File: src/design/kseq_pkg.sv
// ----------------------------------------------------------------------------
// kseq_pkg
// Shared types and constants of the keypad scan and event queue block.
// ----------------------------------------------------------------------------
package kseq_pkg;

  localparam int unsigned KeyCount = 20;
  localparam int unsigned KeyW     = 5;
  localparam int unsigned RowBits  = 4;
  // row probed by the column-pair readings
  localparam int unsigned PairRow  = 2;
  localparam int unsigned BtnBase  = 16;

  typedef logic [KeyCount-1:0] key_vec_t;

  // one queued event: direction and raw key number
  typedef struct packed {
    logic            pressed;
    logic [KeyW-1:0] index;
  } event_t;

  // queue command from the sequencer
  typedef struct packed {
    logic push;
    logic pop;
  } q_ctrl_t;

  // keypad legend, row r / column c -> key number
  function automatic logic [3:0] key_at(input logic [1:0] r, input logic [1:0] c);
    logic [3:0] k;
    unique case ({r, c})
      4'h0: k = 4'h1;  4'h1: k = 4'h2;  4'h2: k = 4'h3;  4'h3: k = 4'hA;
      4'h4: k = 4'h4;  4'h5: k = 4'h5;  4'h6: k = 4'h6;  4'h7: k = 4'hB;
      4'h8: k = 4'h7;  4'h9: k = 4'h8;  4'hA: k = 4'h9;  4'hB: k = 4'hC;
      4'hC: k = 4'h0;  4'hD: k = 4'hF;  4'hE: k = 4'hE;  default: k = 4'hD;
    endcase
    return k;
  endfunction

endpackage

File: src/design/kseq_scan.sv
// ----------------------------------------------------------------------------
// kseq_scan
// Decodes one scan frame into the 20-bit key vector.
// ----------------------------------------------------------------------------
module kseq_scan import kseq_pkg::*; (
  input  logic [RowBits-1:0] col0_rows_i,
  input  logic [RowBits-1:0] col1_rows_i,
  input  logic [RowBits-1:0] col2_rows_i,
  input  logic [RowBits-1:0] col3_rows_i,
  input  logic [RowBits-1:0] pair23_rows_i,
  input  logic [RowBits-1:0] pair12_rows_i,
  input  logic [3:0]         buttons_i,
  output key_vec_t           keys_o
);

  logic [3:0][RowBits-1:0] cols;
  logic [15:0]             pad_hits;
  logic                    any_hit;

  assign cols = {col3_rows_i, col2_rows_i, col1_rows_i, col0_rows_i};

  always_comb begin
    pad_hits = '0;
    for (int c = 0; c < 4; c++) begin
      for (int r = 0; r < 4; r++) begin
        if (!cols[c][r]) begin
          pad_hits[key_at(2'(r), 2'(c))] = 1'b1;
        end
      end
    end
  end

  assign any_hit = (cols != '1);

  always_comb begin
    keys_o = {4'b0, pad_hits};
    // same-row double press only shows on the pair probes
    if (!any_hit) begin
      if (!pair23_rows_i[PairRow]) begin
        keys_o[4'hC] = 1'b1;
        keys_o[4'h9] = 1'b1;
      end
      if (!pair12_rows_i[PairRow]) begin
        keys_o[4'h8] = 1'b1;
        keys_o[4'h9] = 1'b1;
      end
    end
    // highest set button wins
    if (buttons_i != '0) begin
      priority if (buttons_i[3]) keys_o[BtnBase+3] = 1'b1;
      else if (buttons_i[2])     keys_o[BtnBase+2] = 1'b1;
      else if (buttons_i[1])     keys_o[BtnBase+1] = 1'b1;
      else                       keys_o[BtnBase]   = 1'b1;
    end
  end

endmodule

File: src/design/kseq_queue.sv
// ----------------------------------------------------------------------------
// kseq_queue
// Event FIFO: one-entry-free full rule, drop on full, sticky overflow.
// ----------------------------------------------------------------------------
module kseq_queue import kseq_pkg::*; #(
  parameter int unsigned QUEUE_DEPTH = 16,
  localparam int unsigned PtrW = (QUEUE_DEPTH > 1) ? $clog2(QUEUE_DEPTH) : 1,
  localparam int unsigned FillW = PtrW + 1
) (
  input  logic             clk_i,
  input  logic             rst_ni,
  input  q_ctrl_t          ctrl_i,
  input  event_t           wr_entry_i,
  output event_t           rd_entry_o,
  output logic [FillW-1:0] fill_o,
  output logic             overflow_o
);

  localparam logic [PtrW-1:0]  LastPtr = PtrW'(QUEUE_DEPTH - 1);
  localparam logic [FillW-1:0] FullFill = FillW'(QUEUE_DEPTH - 1);

  event_t           mem [QUEUE_DEPTH];
  logic [PtrW-1:0]  wr_ptr_q, rd_ptr_q;
  logic [FillW-1:0] fill_q;
  logic             ovf_q;
  logic             full;
  logic             do_push;

  assign full    = (fill_q == FullFill);
  assign do_push = ctrl_i.push && !full;

  always_ff @(posedge clk_i) begin
    if (do_push) begin
      mem[wr_ptr_q] <= wr_entry_i;
    end
    if (ctrl_i.pop) begin
      rd_entry_o <= mem[rd_ptr_q];
    end
  end

  always_ff @(posedge clk_i or negedge rst_ni) begin
    if (!rst_ni) begin
      wr_ptr_q <= '0;
      rd_ptr_q <= '0;
      fill_q   <= '0;
      ovf_q    <= 1'b0;
    end else begin
      if (ctrl_i.push && full) begin
        ovf_q <= 1'b1;
      end
      if (do_push) begin
        wr_ptr_q <= (wr_ptr_q == LastPtr) ? '0 : wr_ptr_q + 1'b1;
        fill_q   <= fill_q + 1'b1;
      end else if (ctrl_i.pop) begin
        rd_ptr_q <= (rd_ptr_q == LastPtr) ? '0 : rd_ptr_q + 1'b1;
        fill_q   <= fill_q - 1'b1;
      end
    end
  end

  assign fill_o     = fill_q;
  assign overflow_o = ovf_q;

endmodule

File: src/design/keypad_scan_event_queue_core.sv
// ----------------------------------------------------------------------------
// keypad_scan_event_queue_core
// Keypad scan frames in, key press/release events queued and popped.
// ----------------------------------------------------------------------------
// Usage:
//   Input stream (s_axis): tuser = command (0 scan frame, 1 pop one event),
//   tdata = the six row readings and the button word. Every input transfer
//   yields exactly one output transfer on m_axis.
//   Scan frame: the frame is decoded to a 20-key vector in the accept cycle,
//   then a single bit walker visits key 0..19, one key per cycle, and pushes
//   an event for each key that changed; after key 19 the result is offered.
//   Pop: the queue is checked in the pop state; a non-empty queue goes through
//   a read state (queue memory read is registered) before the result is offered.
//   One item is in flight at a time; s_axis_tready_o is low from accept
//   until the result transfer completes, so a new item is taken only after
//   the receiver has taken the last result.
//   Receiver stall: the result is held in registers until m_axis_tready_i.
//   Reset: key history, pointers, fill count and overflow flag clear; queue
//   memory contents are not cleared (never read before being written).
// ----------------------------------------------------------------------------
module keypad_scan_event_queue_core import kseq_pkg::*; #(
  parameter int unsigned QUEUE_DEPTH = 16
) (
  input  logic        clk_i,
  input  logic        rst_ni,
  // s_axis: command
  input  logic        s_axis_tuser_i,
  // s_axis: col0_rows[3:0], col1_rows[7:4], col2_rows[11:8], col3_rows[15:12],
  //         pair23_rows[19:16], pair12_rows[23:20], buttons[27:24], zero pad
  input  logic [31:0] s_axis_tdata_i,
  input  logic        s_axis_tvalid_i,
  output logic        s_axis_tready_o,
  // m_axis: event_valid
  output logic        m_axis_tuser_o,
  // m_axis: key_pressed[0], key_index[5:1], queued_count[9:6], overflow[10],
  //         zero pad
  output logic [15:0] m_axis_tdata_o,
  output logic        m_axis_tvalid_o,
  input  logic        m_axis_tready_i
);

  localparam int unsigned PtrW  = (QUEUE_DEPTH > 1) ? $clog2(QUEUE_DEPTH) : 1;
  localparam int unsigned FillW = PtrW + 1;
  localparam logic [KeyW-1:0] LastKey = KeyW'(KeyCount - 1);
  localparam logic [FillW+3:0] CountSat = (FillW+4)'(15);

  typedef enum logic [4:0] {
    ST_IDLE = 5'b00001,
    ST_SCAN = 5'b00010,
    ST_POP  = 5'b00100,
    ST_RD   = 5'b01000,
    ST_OUT  = 5'b10000
  } state_e;

  state_e           state_q, state_d;
  key_vec_t         now_q, prev_q, scan_keys;
  logic [KeyW-1:0]  key_q;
  logic             res_valid_q;
  logic             res_pressed_q;
  logic [KeyW-1:0]  res_index_q;
  q_ctrl_t          q_ctrl;
  event_t           q_wr, q_rd;
  logic [FillW-1:0] q_fill;
  logic             q_ovf;
  logic [3:0]       queued_count;
  logic             in_xfer, out_xfer;

  assign in_xfer  = s_axis_tvalid_i && s_axis_tready_o;
  assign out_xfer = m_axis_tvalid_o && m_axis_tready_i;

  kseq_scan u_scan (
    .col0_rows_i   (s_axis_tdata_i[3:0]),
    .col1_rows_i   (s_axis_tdata_i[7:4]),
    .col2_rows_i   (s_axis_tdata_i[11:8]),
    .col3_rows_i   (s_axis_tdata_i[15:12]),
    .pair23_rows_i (s_axis_tdata_i[19:16]),
    .pair12_rows_i (s_axis_tdata_i[23:20]),
    .buttons_i     (s_axis_tdata_i[27:24]),
    .keys_o        (scan_keys)
  );

  kseq_queue #(.QUEUE_DEPTH(QUEUE_DEPTH)) u_queue (
    .clk_i      (clk_i),
    .rst_ni     (rst_ni),
    .ctrl_i     (q_ctrl),
    .wr_entry_i (q_wr),
    .rd_entry_o (q_rd),
    .fill_o     (q_fill),
    .overflow_o (q_ovf)
  );

  // Walker compares one key of the new and old vectors per cycle.
  assign q_wr.pressed = now_q[key_q];
  assign q_wr.index   = key_q;

  always_comb begin
    q_ctrl.push = (state_q == ST_SCAN) && (now_q[key_q] != prev_q[key_q]);
    q_ctrl.pop  = (state_q == ST_POP) && (q_fill != '0);
  end

  always_comb begin
    state_d = state_q;
    unique case (state_q)
      ST_IDLE: begin
        if (in_xfer) state_d = s_axis_tuser_i ? ST_POP : ST_SCAN;
      end
      ST_SCAN: begin
        if (key_q == LastKey) state_d = ST_OUT;
      end
      ST_POP: begin
        state_d = (q_fill != '0) ? ST_RD : ST_OUT;
      end
      ST_RD: begin
        state_d = ST_OUT;
      end
      ST_OUT: begin
        if (out_xfer) state_d = ST_IDLE;
      end
      default: state_d = ST_IDLE;
    endcase
  end

  always_ff @(posedge clk_i or negedge rst_ni) begin
    if (!rst_ni) begin
      state_q <= ST_IDLE;
      prev_q  <= '0;
      key_q   <= '0;
    end else begin
      state_q <= state_d;
      if (state_q == ST_IDLE) begin
        key_q <= '0;
      end else if (state_q == ST_SCAN) begin
        key_q <= key_q + 1'b1;
        if (key_q == LastKey) prev_q <= now_q;
      end
    end
  end

  // payload registers
  always_ff @(posedge clk_i) begin
    if (in_xfer) begin
      now_q         <= scan_keys;
      res_valid_q   <= 1'b0;
      res_pressed_q <= 1'b0;
      res_index_q   <= '0;
    end else if (state_q == ST_RD) begin
      res_valid_q   <= 1'b1;
      res_pressed_q <= q_rd.pressed;
      res_index_q   <= q_rd.index;
    end
  end

  assign queued_count = ((FillW+4)'(q_fill) > CountSat) ? 4'd15 : 4'(q_fill);

  assign s_axis_tready_o = (state_q == ST_IDLE);
  assign m_axis_tvalid_o = (state_q == ST_OUT);
  assign m_axis_tuser_o  = res_valid_q;
  assign m_axis_tdata_o  = {5'b0, q_ovf, queued_count, res_index_q, res_pressed_q};

  // ---------------------------------------------------------------- checks
  a_one_in_flight: assert property (@(posedge clk_i) disable iff (!rst_ni)
    m_axis_tvalid_o |-> !s_axis_tready_o)
    else $error("input ready while a result is pending");

  a_fill_bound: assert property (@(posedge clk_i) disable iff (!rst_ni)
    (FillW+4)'(q_fill) < (FillW+4)'(QUEUE_DEPTH))
    else $error("queue fill beyond capacity");

  a_valid_key: assert property (@(posedge clk_i) disable iff (!rst_ni)
    (m_axis_tvalid_o && m_axis_tuser_o) |-> (m_axis_tdata_o[5:1] <= LastKey))
    else $error("popped key number out of range");

  a_no_push_pop: assert property (@(posedge clk_i) disable iff (!rst_ni)
    !(q_ctrl.push && q_ctrl.pop))
    else $error("push and pop in the same cycle");

  a_ovf_sticky: assert property (@(posedge clk_i) disable iff (!rst_ni)
    $past(q_ovf) |-> q_ovf)
    else $error("overflow flag cleared without reset");

endmodule

File: config.mk
export PLATFORM = sky130hd
export DESIGN_NAME = keypad_scan_event_queue_core
export DESIGN_NICKNAME = d
export VERILOG_FILES = /design/src/design/kseq_pkg.sv /design/src/design/kseq_scan.sv /design/src/design/kseq_queue.sv /design/src/design/keypad_scan_event_queue_core.sv
export SDC_FILE = /design/constraint.sdc
export NUM_CORES = 1
export LEC_CHECK = 0
export ABC_CLOCK_PERIOD_IN_PS = 3250
export BUFFER_PORTS_ARGS = -buffer_cell sky130_fd_sc_hd__buf_4
export CAP_MARGIN = 20
export CORE_ASPECT_RATIO = 0.5
export CORE_UTILIZATION = 47
export DETAILED_ROUTE_END_ITERATION = 12
export MAX_ROUTING_LAYER = met4
export PLACE_DENSITY = 0.67
export SYNTH_ARGS = -nofsm -noshare
export SYNTH_HDL_FRONTEND = slang
export SYNTH_HIERARCHICAL = 1
export SYNTH_SLANG_ARGS = --single-unit
File: constraint.sdc
create_clock -name clk_i -period 3.25 [get_ports clk_i]
set_input_delay 0.4875 -clock clk_i [delete_from_list [all_inputs] [get_ports clk_i]]
set_output_delay 0.4875 -clock clk_i [all_outputs]
set_load 0.005 [all_outputs]
==> run summary <==
fin nets: 582
Synth area leader: edfxtp_1
Critical Path Sink Type: register
most frequent cell after synthesis: edfxtp_1
Post-DRT Antenna Nets: 0
number of CTS-inserted buffers: 17
Die ar.: 16590 sq um
TritonCTS clock tree: yes
Synth Area in Adders: 0.01759
yosys warns: 6
Vias/cell: 5.423
worst-case clock buffer depth: 2
starting density of the core: 0.4854
Slew HR: 0.3459
XOR/XNOR Fraction of Synth Area: 0.01626
vias in the first global route: 4131
minimum clock period: 3.027 ns
pin count of the biggest net entering global routing: 45
via count: 4078
placed cell areas: 8192 sq um
measured slew at the worst slew-check pin: 0.9776 ns
fin area: 8791 sq um
final std cells w/o fill: 752
Residual DRC: 0
RD Place Congestion: 0.7745
# port buffers: 40
Lkg Pwr: 3.518 nW
Diodes inserted: 0
Ports: 56
Hold Fails Final Rpt: 0
main combinational cell family by area after synthesis: multiplexers
fraction of layout cells with a size suffix above 1: 0.3120
Seq/Total Area, Yosys: 0.6506
Synth Register Bits: 173
top-area cell type share of the netlist area: 0.4858
core area: 15530 sq um
Reg clk slew, reported paths: 0.07 ns
Post-synth top cells: 122 x edfxtp_1, 43 x dfrtp_1, 29 x nor2_1
fin crit share: 0.9313
mux contribution to synthesized area: 0.1709
Final Core Density: 0.5659
WL/cell: 18.03 um
total grt overflow: 0
crit start category: register
Fillers: 1223
antenna violations before repair: 0
final clock skew: 0.01544 ns
Cell Area, Synth: 7541 sq um
Post-Synth Simple-Gate Area: 0.06869
library cells used by synthesis: 56
Initial DRT Pass Iterations: 5
Syn Inst Count: 459
Overall Global Routing Usage: 0.1860
hold_buf cts: 0
Required @ worst endpoint: 3.60 ns
Slew Limit Fails: 0
CTS root buf: clkbuf_16
drt total wl: 13560 um
VDD IR-drop max: 0.0003213 V
Min-Delay Path Class: input pin to asynchronous set/reset pin
status: finished clean
H-tree levels: 4
# clock sinks: 173
max-cap violations: 0
Core Rows: 32
worst skew pair latency: 0.43 ns
largest fanout on the critical path: 5
Syn-to-layout area delta: 16.58%
Max Fclk: 330.4 MHz
Multi-input gate area: 2390 sq um
WS Path Type: register to register
first-pass GRT wire length: 22190 um
number of cells after detailed placement: 717
syn avg cell area: 16.43 sq um
P per Cell Area: 719.8 nW/um^2
Reg area: 4907 sq um
Post-synth EDFFs: 122
Die H: 91.57 um
Die X: 181.1 um
largest cells by area after synthesis: edfxtp_1 49%, dfrtp_1 14%, mux4_2 6.6%
WP data arrival: 3.38 ns
Main synth FF type: edfxtp_1
initial DRC count: 292
Synth Area in Compound Gates: 0.04015
RSZ-0062 raised after global routing: no
DP HPWL: 9058 um
Setup Viol. Count Final: 0
fraction of registers with async set/reset: 0.2543
[registers in the layout (all words and copies together), names as in the netlist]
| signal | count |
|---|---|
| u_queue/mem | 96 |
| now_q | 20 |
| prev_q | 20 |
| u_queue/rd_entry_o | 6 |
| key_q | 5 |
| res_index_q | 5 |
| state_q | 5 |
| u_queue/fill_o | 5 |
| u_queue/rd_ptr_q | 4 |
| u_queue/wr_ptr_q | 4 |
| m_axis_tuser_o | 1 |
| res_pressed_q | 1 |
| u_queue/overflow_o | 1 |
[per-stage QoR]
stage / worst slack [ns] / power, mW / hold slack, ns / setup TNS, ns
2_1_floorplan: 0.0006604 / 3.972 / 0.1919 / 0
6_report: 0.2232 / 6.328 / 0.05646 / 0
3_5_place_dp: -0.01482 / 4.427 / 0.4476 / -0.01482
4_1_cts: 0.04194 / 6.371 / 0.06373 / 0
3_3_place_gp: 0.01367 / 4.389 / 0.4365 / 0
5_1_grt: 0.003285 / 6.648 / 0.1048 / 0
[worst max-delay path: stages (launching register included)]
cell	delay, ns
dfrtp_2	0.36
buf_6	0.14
mux4_2	0.52
mux2i_1	0.15
mux2_2	0.19
o31ai_1	0.08
a21oi_2	0.18
o31a_1	0.20
inv_2	0.08
fa_2	0.35
a21o_1	0.16
a21oi_1	0.17
mux2i_1	0.23
xnor2_1	0.13
[where the power goes]
| part | switching [mW] | internal, mW | total (mW) |
|---|---|---|---|
| clock | 0.865 | 1.06 | 1.93 |
| combinational | 0.801 | 0.746 | 1.55 |
| sequential | 0.189 | 2.66 | 2.85 |
| total | 1.86 | 4.47 | 6.33 |
[repair_timing]
item	4_1_cts	5_1_grt
gates resized for setup	0	5
endpoints found under the setup margin	1	2
pin swaps	0	1
setup buffers	2	1
[final timing paths]
path | endpoint | cells after the start | from | slack [ns]
max | u_queue/fill_o[4] | 13 | key_q[0] | 0.22
min | u_queue/rd_ptr_q[0] | 1 | rst_ni | 0.06
max reg2reg | u_queue/fill_o[4] | 13 | key_q[0] | 0.22
min reg2reg | m_axis_tuser_o | 2 | m_axis_tuser_o | 0.45
max in group asynchronous | key_q[0] | 1 | rst_ni | 2.76
min in group clk_i | state_q[0] | 2 | s_axis_tvalid_i | 0.25
[layer usage]
metal	GRT usage	vias up	share of wire
li1	-	1894	-
met1	0.2430	2077	0.45
met2	0.2904	95	0.50
met3	0.04252	12	0.042
met4	0.06073	0	0.0089
met5	-	-	0
[logic make-up after synthesis]
logic type               Yosys count
buffers and inverters             47
other                              1
multiplexers                      71
adder cells (fa/ha/maj)           10
AO/OA/AOI/OAI                     43
AND/OR/NAND/NOR                  100
flip-flops                       173
XOR/XNOR                          14
[area by class of cell]
type | count | share of cell area
Sequential cell | 173 | 0.5582
Tap cell | 204 | 0.02904
Inverter | 22 | 0.009394
Multi-Input combinational cell | 243 | 0.2718
Clock inverter | 12 | 0.01124
Clock buffer | 20 | 0.05323
Timing Repair Buffer | 78 | 0.06704
[layout by cell type, fill, tap and decap left out, types with 4 or more instances in the layout]
| cell | n |
|---|---|
| inv_1 | 19 |
| inv_6 | 6 |
| nand3_1 | 6 |
| ha_1 | 9 |
| xor2_1 | 8 |
| nor3_1 | 6 |
| xnor2_1 | 6 |
| a22oi_1 | 12 |
| mux2_2 | 6 |
| a21o_1 | 6 |
| mux4_2 | 22 |
| nand3b_1 | 4 |
| dfrtp_1 | 42 |
| and3_1 | 4 |
| mux4_1 | 12 |
| mux2_4 | 20 |
| a21oi_1 | 5 |
| nor2b_1 | 4 |
| conb_1 | 5 |
| dfxtp_1 | 7 |
| mux2i_1 | 11 |
| buf_4 | 77 |
| edfxtp_1 | 122 |
| o21ai_0 | 6 |
| nor2_1 | 29 |
| or2_2 | 4 |
| nand2_1 | 25 |
| clkbuf_16 | 18 |
No activity file was read; power rests on OpenSTA's default activity.
